## src/hw/rtl/bcc_pkg.sv

```systemverilog
package bcc_pkg;

   // Button set and field widths
   localparam int NUM_BUTTONS = 8;
   localparam int BTN_W       = 3;
   localparam int TIMER_W     = 16;
   localparam int CNT_W       = 17;
   localparam int COUNT_CAP   = 100000;
   localparam int LEVELS_W    = 8;

   // Configuration port
   localparam int CSR_IDX_W  = 3;
   localparam int CSR_DATA_W = 17;

   // Event queue between scanner and output stage
   localparam int QUEUE_DEPTH = 4;
   localparam int QPTR_W      = $clog2(QUEUE_DEPTH);
   localparam int QCNT_W      = $clog2(QUEUE_DEPTH + 1);

   // Bus widths
   localparam int REQ_DATA_W = 16;
   localparam int RSP_DATA_W = 8;

   typedef enum logic {
      OP_EDGE = 1'b0,
      OP_TICK = 1'b1
   } op_type;

   typedef enum logic [2:0] {
      KIND_FIRST_DOWN = 3'd0,
      KIND_UP         = 3'd1,
      KIND_CLICK      = 3'd2,
      KIND_LONG       = 3'd3,
      KIND_LONGLONG   = 3'd4
   } kind_type;

   typedef enum logic [CSR_IDX_W-1:0] {
      REG_INTERVAL = 3'd0,
      REG_LONG     = 3'd1,
      REG_LONGLONG = 3'd2,
      REG_ENABLE   = 3'd3
   } reg_index_type;

   typedef struct packed {
      logic [TIMER_W-1:0] interval_ticks;
      logic [CNT_W-1:0]   long_count;
      logic [CNT_W-1:0]   longlong_count;
      logic               events_enable;
   } cfg_type;

   typedef struct packed {
      logic [BTN_W-1:0] button;
      kind_type         kind;
      logic             last;
   } event_type;

   // Queue write side: push strobe with its word, full flag back
   typedef struct packed {
      logic      push;
      event_type word;
   } qwr_type;

endpackage

```

## src/hw/rtl/bcc_front.sv

```systemverilog
module bcc_front (
   input  logic                            clock,
   input  logic                            reset,
   input  bcc_pkg::cfg_type                cfg,
   input  logic                            req_valid,
   output logic                            req_ready,
   input  bcc_pkg::op_type                 req_op,
   input  logic [bcc_pkg::BTN_W-1:0]       req_id,
   input  logic [bcc_pkg::LEVELS_W-1:0]    req_levels,
   output bcc_pkg::qwr_type                qwr,
   input  logic                            q_full
);

   typedef enum logic [1:0] {
      ST_IDLE,
      ST_SCAN,
      ST_CLASS,
      ST_FLUSH
   } state_type;

   state_type                       state_ff, state_in;
   logic [bcc_pkg::BTN_W-1:0]       idx_ff, idx_in;
   logic [bcc_pkg::LEVELS_W-1:0]    levels_ff, levels_in;
   bcc_pkg::kind_type               class_ff, class_in;
   logic                            pend_v_ff, pend_v_in;
   bcc_pkg::event_type              pend_ff, pend_in;

   // Per-button state, each entry read at the scan index only
   logic [bcc_pkg::TIMER_W-1:0]     timer_left_ff [bcc_pkg::NUM_BUTTONS];
   logic                            timer_run_ff  [bcc_pkg::NUM_BUTTONS];
   logic [bcc_pkg::CNT_W-1:0]       press_cnt_ff  [bcc_pkg::NUM_BUTTONS];

   logic [bcc_pkg::TIMER_W-1:0]     cur_left, left_dec, load_val;
   logic                            cur_run, expire, pressed;
   logic [bcc_pkg::CNT_W-1:0]       cur_cnt, cnt_inc;
   bcc_pkg::kind_type               rel_kind, emit_kind;
   logic                            emit_want, stall, advance, last_btn;

   logic                            wr_en, wr_run, wr_cnt_en;
   logic [bcc_pkg::BTN_W-1:0]       wr_idx;
   logic [bcc_pkg::TIMER_W-1:0]     wr_left;
   logic [bcc_pkg::CNT_W-1:0]       wr_cnt;
   logic                            take_edge;

   // Current button and derived values
   always_comb begin
      cur_left = timer_left_ff[idx_ff];
      cur_run  = timer_run_ff[idx_ff];
      cur_cnt  = press_cnt_ff[idx_ff];
      left_dec = (cur_left != '0) ? cur_left - 1'b1 : '0;
      expire   = cur_run && (left_dec == '0);
      pressed  = levels_ff[idx_ff];
      cnt_inc  = (cur_cnt < bcc_pkg::CNT_W'(bcc_pkg::COUNT_CAP)) ? cur_cnt + 1'b1 : cur_cnt;
      load_val = (cfg.interval_ticks == '0) ? bcc_pkg::TIMER_W'(1) : cfg.interval_ticks;
      last_btn = (idx_ff == bcc_pkg::BTN_W'(bcc_pkg::NUM_BUTTONS - 1));
      if (cur_cnt >= cfg.longlong_count) begin
         rel_kind = bcc_pkg::KIND_LONGLONG;
      end else if (cur_cnt >= cfg.long_count) begin
         rel_kind = bcc_pkg::KIND_LONG;
      end else begin
         rel_kind = bcc_pkg::KIND_CLICK;
      end
   end

   assign req_ready = (state_ff == ST_IDLE);
   assign take_edge = req_valid && req_ready && (req_op == bcc_pkg::OP_EDGE)
                      && (32'(req_id) < bcc_pkg::NUM_BUTTONS);

   // Scan sequencer: one button a cycle unless stalled, plus a class state on release
   always_comb begin
      state_in  = state_ff;
      idx_in    = idx_ff;
      levels_in = levels_ff;
      class_in  = class_ff;
      pend_v_in = pend_v_ff;
      pend_in   = pend_ff;
      emit_want = 1'b0;
      emit_kind = bcc_pkg::KIND_UP;
      advance   = 1'b0;
      wr_en     = 1'b0;
      wr_idx    = idx_ff;
      wr_left   = left_dec;
      wr_run    = cur_run;
      wr_cnt_en = 1'b0;
      wr_cnt    = cur_cnt;
      qwr.push  = 1'b0;
      qwr.word  = pend_ff;
      qwr.word.last = 1'b0;

      unique case (state_ff)
         ST_IDLE: begin
            if (take_edge) begin
               wr_en   = 1'b1;
               wr_idx  = req_id;
               wr_left = load_val;
               wr_run  = 1'b1;
            end else if (req_valid && (req_op == bcc_pkg::OP_TICK)) begin
               levels_in = req_levels;
               idx_in    = '0;
               state_in  = ST_SCAN;
            end
         end
         ST_SCAN: begin
            if (!expire) begin
               wr_en   = cur_run;
               advance = 1'b1;
            end else if (pressed) begin
               emit_want = (cnt_inc == bcc_pkg::CNT_W'(1)) && cfg.events_enable;
               emit_kind = bcc_pkg::KIND_FIRST_DOWN;
               wr_en     = 1'b1;
               wr_left   = load_val;
               wr_run    = 1'b1;
               wr_cnt_en = 1'b1;
               wr_cnt    = cnt_inc;
               advance   = 1'b1;
            end else begin
               emit_want = cfg.events_enable;
               emit_kind = bcc_pkg::KIND_UP;
               wr_en     = 1'b1;
               wr_run    = 1'b0;
               wr_cnt_en = 1'b1;
               wr_cnt    = '0;
               class_in  = rel_kind;
               if (cfg.events_enable) begin
                  state_in = ST_CLASS;
               end else begin
                  advance = 1'b1;
               end
            end
         end
         ST_CLASS: begin
            emit_want = 1'b1;
            emit_kind = class_ff;
            advance   = 1'b1;
         end
         ST_FLUSH: begin
            // Final held word of the tick goes out marked last
            qwr.word.last = 1'b1;
            if (!pend_v_ff) begin
               state_in = ST_IDLE;
            end else if (!q_full) begin
               qwr.push  = 1'b1;
               pend_v_in = 1'b0;
               state_in  = ST_IDLE;
            end
         end
         default: begin
            state_in = ST_IDLE;
         end
      endcase

      // Hold everything while the queue cannot take the held word
      stall = emit_want && pend_v_ff && q_full;
      if (stall) begin
         state_in  = state_ff;
         class_in  = class_ff;
         wr_en     = 1'b0;
         wr_cnt_en = 1'b0;
         advance   = 1'b0;
      end else if (emit_want) begin
         qwr.push          = pend_v_ff;
         pend_v_in         = 1'b1;
         pend_in.button    = idx_ff;
         pend_in.kind      = emit_kind;
         pend_in.last      = 1'b0;
      end

      if (advance) begin
         if (last_btn) begin
            state_in = ST_FLUSH;
         end else begin
            idx_in   = idx_ff + 1'b1;
            state_in = ST_SCAN;
         end
      end
   end

   // Sequencer state and held word
   always_ff @(posedge clock) begin
      if (reset) begin
         state_ff  <= ST_IDLE;
         idx_ff    <= '0;
         pend_v_ff <= 1'b0;
      end else begin
         state_ff  <= state_in;
         idx_ff    <= idx_in;
         pend_v_ff <= pend_v_in;
      end
      levels_ff <= levels_in;
      class_ff  <= class_in;
      pend_ff   <= pend_in;
   end

   // Per-button timers and press counts
   always_ff @(posedge clock) begin
      if (reset) begin
         for (int i = 0; i < bcc_pkg::NUM_BUTTONS; i++) begin
            timer_left_ff[i] <= '0;
            timer_run_ff[i]  <= 1'b0;
            press_cnt_ff[i]  <= '0;
         end
      end else begin
         if (wr_en) begin
            timer_left_ff[wr_idx] <= wr_left;
            timer_run_ff[wr_idx]  <= wr_run;
         end
         if (wr_cnt_en) begin
            press_cnt_ff[wr_idx] <= wr_cnt;
         end
      end
   end

endmodule

```

## src/hw/rtl/bcc_queue.sv

```systemverilog
module bcc_queue (
   input  logic                 clock,
   input  logic                 reset,
   input  bcc_pkg::qwr_type     qwr,
   output logic                 full,
   input  logic                 pop,
   output logic                 empty,
   output bcc_pkg::event_type   rd_word
);

   bcc_pkg::event_type           mem_ff [bcc_pkg::QUEUE_DEPTH];
   logic [bcc_pkg::QPTR_W-1:0]   wr_ptr_ff, rd_ptr_ff;
   logic [bcc_pkg::QCNT_W-1:0]   count_ff;
   logic                         do_push, do_pop;

   assign full    = (count_ff == bcc_pkg::QCNT_W'(bcc_pkg::QUEUE_DEPTH));
   assign empty   = (count_ff == '0);
   assign do_push = qwr.push && !full;
   assign do_pop  = pop && !empty;
   assign rd_word = mem_ff[rd_ptr_ff];

   // Pointers and fill level
   always_ff @(posedge clock) begin
      if (reset) begin
         wr_ptr_ff <= '0;
         rd_ptr_ff <= '0;
         count_ff  <= '0;
      end else begin
         if (do_push) begin
            wr_ptr_ff <= wr_ptr_ff + 1'b1;
         end
         if (do_pop) begin
            rd_ptr_ff <= rd_ptr_ff + 1'b1;
         end
         case ({do_push, do_pop})
            2'b10:   count_ff <= count_ff + 1'b1;
            2'b01:   count_ff <= count_ff - 1'b1;
            default: count_ff <= count_ff;
         endcase
      end
   end

   // Storage
   always_ff @(posedge clock) begin
      if (do_push) begin
         mem_ff[wr_ptr_ff] <= qwr.word;
      end
   end

endmodule

```

## src/hw/rtl/bcc_back.sv

```systemverilog
module bcc_back (
   input  logic                 clock,
   input  logic                 reset,
   input  logic                 q_empty,
   input  bcc_pkg::event_type   q_word,
   output logic                 q_pop,
   output logic                 out_valid,
   input  logic                 out_ready,
   output bcc_pkg::event_type   out_word
);

   logic                 valid_ff, valid_in;
   bcc_pkg::event_type   word_ff, word_in;

   // Refill the output register when it is empty or being taken
   always_comb begin
      q_pop    = !q_empty && (!valid_ff || out_ready);
      valid_in = valid_ff;
      word_in  = word_ff;
      if (q_pop) begin
         valid_in = 1'b1;
         word_in  = q_word;
      end else if (out_ready) begin
         valid_in = 1'b0;
      end
   end

   always_ff @(posedge clock) begin
      if (reset) begin
         valid_ff <= 1'b0;
      end else begin
         valid_ff <= valid_in;
      end
      word_ff <= word_in;
   end

   assign out_valid = valid_ff;
   assign out_word  = word_ff;

endmodule

```

## src/hw/rtl/button_click_classifier.sv

```systemverilog
// Edge word: taken in its accept cycle; the next word can follow on the very next cycle.
// Tick word: accepted in idle, then a scan of the NUM_BUTTONS timers, one per cycle unless
// a full event queue holds it, a class step per released button while events are enabled and
// a closing flush step. An event word waits in the front until the next event pushes it, or the
// closing step pushes it with its last flag set; it then reaches rsp via the event queue and
// the output register. Sync high reset: timers off, counts and control regs reset.
module button_click_classifier (
   input  logic                                 clock,
   input  logic                                 reset,
   // request channel
   input  logic                                 req_tvalid,
   output logic                                 req_tready,
   input  logic [bcc_pkg::REQ_DATA_W-1:0]       req_tdata,  // [2:0] button_id, [10:3] levels
   input  logic                                 req_tuser,  // [0] opcode
   // response channel
   output logic                                 rsp_tvalid,
   input  logic                                 rsp_tready,
   output logic [bcc_pkg::RSP_DATA_W-1:0]       rsp_tdata,  // [2:0] event_button
   output logic [2:0]                           rsp_tuser,  // [2:0] event_kind
   output logic                                 rsp_tlast,
   // register writes
   input  logic                                 csr_valid,
   output logic                                 csr_ready,
   input  logic [bcc_pkg::CSR_IDX_W-1:0]        csr_index,
   input  logic [bcc_pkg::CSR_DATA_W-1:0]       csr_data
);

   bcc_pkg::cfg_type     cfg_ff;
   bcc_pkg::qwr_type     qwr;
   bcc_pkg::event_type   q_word, out_word;
   logic                 q_full, q_empty, q_pop;

   assign csr_ready = 1'b1;

   // Configuration registers
   always_ff @(posedge clock) begin
      if (reset) begin
         cfg_ff.interval_ticks <= bcc_pkg::TIMER_W'(20);
         cfg_ff.long_count     <= bcc_pkg::CNT_W'(50);
         cfg_ff.longlong_count <= bcc_pkg::CNT_W'(150);
         cfg_ff.events_enable  <= 1'b0;
      end else if (csr_valid && csr_ready) begin
         unique case (csr_index)
            bcc_pkg::REG_INTERVAL: cfg_ff.interval_ticks <= csr_data[bcc_pkg::TIMER_W-1:0];
            bcc_pkg::REG_LONG:     cfg_ff.long_count     <= csr_data[bcc_pkg::CNT_W-1:0];
            bcc_pkg::REG_LONGLONG: cfg_ff.longlong_count <= csr_data[bcc_pkg::CNT_W-1:0];
            bcc_pkg::REG_ENABLE:   cfg_ff.events_enable  <= csr_data[0];
            default: ;
         endcase
      end
   end

   bcc_front u_front (
      .clock      (clock),
      .reset      (reset),
      .cfg        (cfg_ff),
      .req_valid  (req_tvalid),
      .req_ready  (req_tready),
      .req_op     (bcc_pkg::op_type'(req_tuser)),
      .req_id     (req_tdata[bcc_pkg::BTN_W-1:0]),
      .req_levels (req_tdata[bcc_pkg::BTN_W +: bcc_pkg::LEVELS_W]),
      .qwr        (qwr),
      .q_full     (q_full)
   );

   bcc_queue u_queue (
      .clock   (clock),
      .reset   (reset),
      .qwr     (qwr),
      .full    (q_full),
      .pop     (q_pop),
      .empty   (q_empty),
      .rd_word (q_word)
   );

   bcc_back u_back (
      .clock     (clock),
      .reset     (reset),
      .q_empty   (q_empty),
      .q_word    (q_word),
      .q_pop     (q_pop),
      .out_valid (rsp_tvalid),
      .out_ready (rsp_tready),
      .out_word  (out_word)
   );

   assign rsp_tdata = bcc_pkg::RSP_DATA_W'(out_word.button);
   assign rsp_tuser = out_word.kind;
   assign rsp_tlast = out_word.last;

endmodule

```

## config.mk

```make
export PLATFORM = sky130hd
export DESIGN_NAME = button_click_classifier
export DESIGN_NICKNAME = d
export VERILOG_FILES = /design/src/hw/rtl/bcc_pkg.sv /design/src/hw/rtl/bcc_front.sv /design/src/hw/rtl/bcc_queue.sv /design/src/hw/rtl/bcc_back.sv /design/src/hw/rtl/button_click_classifier.sv
export SDC_FILE = /design/constraint.sdc
export NUM_CORES = 1
export LEC_CHECK = 0
export BUFFER_PORTS_ARGS = -buffer_cell sky130_fd_sc_hd__buf_4
export CAP_MARGIN = 0
export CORE_MARGIN = 2
export CORE_UTILIZATION = 35
export DETAILED_ROUTE_END_ITERATION = 8
export GPL_TIMING_DRIVEN = 0
export PLACE_DENSITY = 0.61
export SLEW_MARGIN = 40
export SYNTH_ARGS = -nofsm -noshare
export SYNTH_HDL_FRONTEND = slang
export SYNTH_SLANG_ARGS = --single-unit
```

## constraint.sdc

```tcl
create_clock -name clock -period 9.8 [get_ports clock]
set_input_delay 2.94 -clock clock [delete_from_list [all_inputs] [get_ports clock]]
set_output_delay 2.94 -clock clock [all_outputs]
set_load 0.03 [all_outputs]
```

**Word level (Yosys, flattened, before mapping)**

Memories as Yosys holds them, arrays and structs flattened. A register that Yosys moved wholly into a read port is not among the register bits.
Index checks and enable logic that the tools add are counted.
Widths: inputs -> output; s select.

- Memory bits (writable): 300
- Memories: 4
- Flip-flop bits (word level): 82
- Output and inout port bits: 15

Memory list:

| name | words | bits a word | rd ports | clocked after Yosys merged registers in | write ports | line | RTL |
|---|---|---|---|---|---|---|---|
| u_front.press_cnt_ff | 8 | 17 | 1 | 1 | 8 | bcc_front.sv:31 | `logic [bcc_pkg::CNT_W-1:0] press_cnt_ff [bcc_pkg::NUM_BUTTONS];` |
| u_front.timer_left_ff | 8 | 16 | 1 | 1 | 8 | bcc_front.sv:29 | `logic [bcc_pkg::TIMER_W-1:0] timer_left_ff [bcc_pkg::NUM_BUTTONS];` |
| u_queue.mem_ff | 4 | 7 | 1 | 1 | 1 | bcc_queue.sv:11 | `bcc_pkg::event_type mem_ff [bcc_pkg::QUEUE_DEPTH];` |
| u_front.timer_run_ff | 8 | 1 | 1 | 1 | 8 | bcc_front.sv:30 | `logic timer_run_ff [bcc_pkg::NUM_BUTTONS];` |

- Bitwise operators: 4
- $lt $le $gt $ge: 4
- Multiplexer cells: 89
- Eq/ne operators: 18
- Reduce and logical (&&, ||, !) cells: 34
- Add/subtract/negate cells: 7

Operators by type and width:

| operator | count |
|---|---|
| $mux 16 | 6 |
| $mux 17 | 5 |
| $mux 1 | 45 |
| $mux 3 | 14 |
| $ge 17x17->1 | 2 |
| $logic_not 16->1 | 2 |
| $pmux 16 s2 | 1 |
| $mux 2 | 10 |
| $add 17x1->17 const B | 1 |
| $eq 17x1->1 const B | 1 |
| $lt 17x17->1 const B | 1 |
| $reduce_or 17->1 | 1 |
| $reduce_bool 16->1 | 1 |
| $reduce_or 16->1 | 1 |
| $sub 16x1->16 const B | 1 |
| $pmux 3 s2 | 2 |
| $logic_and 1x1->1 | 10 |
| $reduce_and 2->1 | 5 |
| $ne 3x3->1 const B | 3 |
| $pmux 1 s2 | 4 |
| $reduce_and 8->1 | 1 |
| $add 3x1->3 const B | 2 |
| $eq 2x2->1 const B | 3 |
| $eq 3x2->1 const B | 2 |
| 22 further kinds | 32 |

**Longest topological paths before layout**

- Depth in word-level cells: 15
- Gate-level depth with buffers: 25
- Mapped depth without buffers: 19

**Modules after synthesis**

From an unflattened synthesis, not the netlist that was laid out.

- Cells, all modules: 1732
- Area, all modules: 20485.9 um^2

Modules (own cells, without submodules):

| module | area each (um^2) | instances | cells each | sequential area each (um^2) |
|---|---|---|---|---|
| bcc_front | 16584.7 | 1 | 1427 | 8798.4 |
| button_click_classifier | 2142.1 | 1 | 203 | 1021.0 |
| bcc_queue | 1492.7 | 1 | 91 | 1021.0 |
| bcc_back | 266.5 | 1 | 11 | 230.2 |

**Least setup slack after synthesis**

Ideal clock, no wire load.

- Kind: register to register
- Start point: reg u_front.idx_ff[2] in the netlist's numbering
- End point: mem u_front.press_cnt_ff[2][0] in the netlist's numbering (enable)
- Setup slack: 3793 ps
- Setup time: 373 ps
- Stages on the path, launching flop included: 22
- Data arrival time: 5633 ps
- Path through: dfxtp_1 buf_4 buf_6 buf_6 buf_6 buf_2 buf_1 mux4_2 mux2i_1 ha_1 inv_1 a41o_1 or4_4 a2111o_1 o21bai_4 o31ai_1 or3b_1 buf_6 nor4_4 nand2_4 buf_6 nand2_1

RTL lines:

| element | line | RTL |
|---|---|---|
| from (decl) | bcc_front.sv:22 | `logic [bcc_pkg::BTN_W-1:0] idx_ff, idx_in;` |
| from (signal assigned) | bcc_front.sv:186 | `idx_ff <= idx_in;` |
| to (decl) | bcc_front.sv:31 |  |

==> key figures <==
Status
  • Status: complete, no violations

Flow run
  • Maxcap violations: 0

Global routing
  • Gr usage total: 19.2%
  • Largest net degree at the start of global routing: 18
  • First-pass GRT wire length: just over 80000 µm
  • Number of global-route vias before repair: 13400
  • Total grt overflow: 0
  • Initial antenna violation count: 0

Setup path
  • R2R Path End: u_front.timer_left_ff[5][3]$_SDFFCE_PN0P_
  • Reg-to-Reg Start: u_front.idx_ff[2]$_SDFF_PP0_
  • Worst-path cell with the longest stage delay: dfxtp_1
  • CP Max Fanout: 17
  • Worst Path Required: a little under 10 ns
  • FF-to-FF path depth: 21
  • R2r setup slk: 1.91 ns
  • Crit Path Class: register to register
  • Setup crit end kind: register
  • CP startpoint kind: register
  • Crit-path max cell delay: 0.55 ns
  • Arr. time, crit path: about 8.0 ns
  • Worst-path cell chain: buf_4 > buf_6 > buf_6 > buf_6 > buf_2 > buf_2 > mux4_2 > mux2i_1 > ha_1 > inv_1 > a41o_1 > or4_4 > a2111o_1 > o21bai_4 > o41ai_4 > and2b_1 > and2_1 > o21ai_2 > nand4_1 > buf_2 > nand2_2

Pwr
  • Peak supply drop: roughly 140 µV
  • Sw Share: 30.9%
  • Part of the power in registers: a little over two fifths
  • Clock power share: ~34%
  • Int Pwr: between 0.003 and 0.004 W
  • NetSw: 0.00141 W
  • Power share of the combinational group: a little under a quarter
  • Leakage: approximately 8 nW
  • P per Cell Area: just over 200 nW/µm²

Drt
  • Wirelength per Cell: roughly 22 µm
  • DRT iter0 DRCs: between 1000 and 1500
  • DRT Pass-1 Iters: 5
  • Drt total wl: roughly 55000 µm
  • Via count: between 10000 and 15000
  • Vias per cell: approximately 5.4
  • Post-DRT Antenna Nets: 0
  • DRC viols: 0

Layout
  • Share of cells above drive strength 1: a little under a fifth
  • Fin area: 22300 µm²
  • Syn-to-layout area delta: 14.5%
  • Final nets: approximately 1800
  • Most frequent cells in the layout: 326 x nor2_1, 324 x edfxtp_1, 137 x nand2_1
  • Antenna cells: 0
  • Most common cell after layout, fill and taps aside: nor2_1

Clock network
  • Hold Buf Count CTS: 0
  • Post-CTS setup buffers: 0
  • CTS tree: yes
  • Post-cts resize count: 0
  • Clk sinks: about 390
  • Clock root cell: clkbuf_16
  • H-tree Lvls: 2
  • CTS buffer count: 42
  • Register clock-pin slew on the reported worst setup and hold paths: ~0.060 ns
  • Skew-Pair Late Insertion Delay: ~0.59 ns
  • CTS max path bufs: 3

STA
  • Final Cycle Share: 80.5%
  • RSZ-0062 raised after global routing: false
  • Fmax: between 0.1 and 0.15 GHz
  • Fin Setup TNS: 0 ns
  • Fin crit period: 7.89 ns
  • Hold WS: 0.460 ns
  • Clock skew: 0.0358 ns
  • Final hold violation count: 0
  • Worst slew margin: 38.1%
  • Worst-Margin Slew: slightly above 0.9 ns
  • Final setup fails: 0
  • Final Max Tran Viols: 0

Synth
  • Synth Warn #: 0
  • Sequential fraction of the synthesis area: between 50% and 60%
  • Post-synthesis cell type count: 95
  • Number of synthesized flops with an enable pin: 324
  • Top_reg_cell synth: edfxtp_1
  • Mapped cell area: about 20000 µm²
  • Flops & latches, synth: 389
  • Asr flop ratio synth: 0%
  • Cell count after synthesis: around 1600
  • Mean Syn Cell Area: 12.0 µm²

Floorplanning
  • Initial Utilization: 35.4%
  • Cell row count: 86
  • DIE AREA: 57600 µm²
  • Die height: approximately 240 µm
  • Core Area: approximately 55000 µm²
  • Die W: approximately 240 µm
  • I/O pin count: 57

Place
  • Gpl congestion: between 0.9 and 1
  • Placed inst area: 20900 µm²
  • DP Wirelength: 38500 µm
  • PortBufs: 45

Min path
  • Min-Delay Path Depth: 2
  • Hold endpoint: cfg_ff[30]$_SDFFE_PP0P_
  • Hold crit path type: register to register
  • Hold_sp: cfg_ff[30]$_SDFFE_PP0P_
==> how the worst max path moves through the flow <==
stage                                 start                                   endpoint  slack, ns
2_1_floorplan  u_front.idx_ff[2]$_SDFF_PP0_   u_front.press_cnt_ff[2][0]$_SDFFCE_PN0P_       3.79
3_3_place_gp   u_front.idx_ff[2]$_SDFF_PP0_  u_front.timer_left_ff[4][2]$_SDFFCE_PN0P_       1.37
3_5_place_dp   u_front.idx_ff[2]$_SDFF_PP0_  u_front.timer_left_ff[5][3]$_SDFFCE_PN0P_       2.00
4_1_cts        u_front.idx_ff[2]$_SDFF_PP0_  u_front.timer_left_ff[5][3]$_SDFFCE_PN0P_       1.95
5_1_grt        u_front.idx_ff[2]$_SDFF_PP0_  u_front.timer_left_ff[5][3]$_SDFFCE_PN0P_       1.70
6_report       u_front.idx_ff[2]$_SDFF_PP0_  u_front.timer_left_ff[5][3]$_SDFFCE_PN0P_       1.91
==> per-stage QoR <==
stage | util (%) | total power, W | setup slack [ns] | std cells
floorplan | - | 0.00267 | 3.79 | 1636
global placement | 37.7 | 0.00298 | 1.37 | 2429
detailed placement | 37.9 | 0.00301 | 2.00 | 2432
CTS | 40.4 | 0.00456 | 1.95 | 2508
global route | 40.5 | 0.00476 | 1.70 | 2520
finish | 40.5 | 0.00457 | 1.91 | 2520
==> cell families (layout without fill, tap and decap cells) <==
logic type / after synthesis / count (layout) / share of synthesized area (%)
and+or+nand+nor: 658 / 658 / 15.4
DFF: 389 / 389 / 56.6
AOI/OAI and AO/OA: 229 / 229 / 8.27
buffers and inverters: 146 / 282 / 4.02
muxes: 140 / 140 / 11.6
adders and majority gates: 50 / 50 / 3.25
xor gates and xnor gates: 18 / 18 / 0.808
other: 2 / 6 / 0.0385
==> Yosys cell counts, types with 21 or more instances <==
cell type,instances,area (µm²)
clkbuf_1,21,78.8
nand3_1,35,175
edfxtp_1,324,9730
ha_1,49,613
a22oi_1,21,158
nor2_1,326,1220
dfxtp_1,65,1300
nand2_1,153,574
a21oi_1,75,375
nor3_1,26,130
mux2i_1,50,500
mux2_2,21,236
mux4_2,60,1350
inv_1,62,233
==> routing by layer <==
metal	GRT usage, %	routed length, µm	share of wire [%]
met1	25.0	22600	41
met2	32.3	26600	48
met3	3.15	4350	7.9
met4	7.10	1670	3.0
met5	0	0	0
==> power groups by stage <==
| stage | Combinational, W | Sequential (W) | Clock, W |
|---|---|---|---|
| floorplan | 0.000690 | 0.00198 | 0 |
| global placement | 0.00102 | 0.00196 | 0 |
| detailed placement | 0.00105 | 0.00196 | 0 |
| CTS | 0.00105 | 0.00193 | 0.00159 |
| global route | 0.00117 | 0.00194 | 0.00165 |
| finish | 0.00109 | 0.00193 | 0.00156 |
==> flip-flops by register name, summed over array words and instances, names as in the netlist, 3 cells and up <==
signal / cells
u_front.idx_ff: 3
u_front.levels_ff: 8
u_queue.count_ff: 3
u_front.qwr: 6
u_front.class_ff: 3
u_front.timer_run_ff: 8
cfg_ff: 51
u_front.press_cnt_ff: 136
u_queue.mem_ff: 28
u_front.timer_left_ff: 128
u_back.out_word: 7
==> area by class of cell <==
cell class / instances / area, µm²
buffer: 81 / 543
clock buffer: 52 / 1110
clock inverter: 24 / 229
fill: 5203 / 32800
inverter: 65 / 244
multi-input combinational: 1101 / 7800
sequential: 389 / 11000
tap: 748 / 936
timing repair buffer: 60 / 433
==> critical path: cells and delay by family, from the launching register on <==
family	cells	cell delay, ns
fa+ha+maj	1	0.33
simple gates	5	2.10
buf+inv	8	2.18
compound gates	5	1.57
flops	1	0.55
mux	2	0.70
No activity file was read; power rests on OpenSTA's default activity.
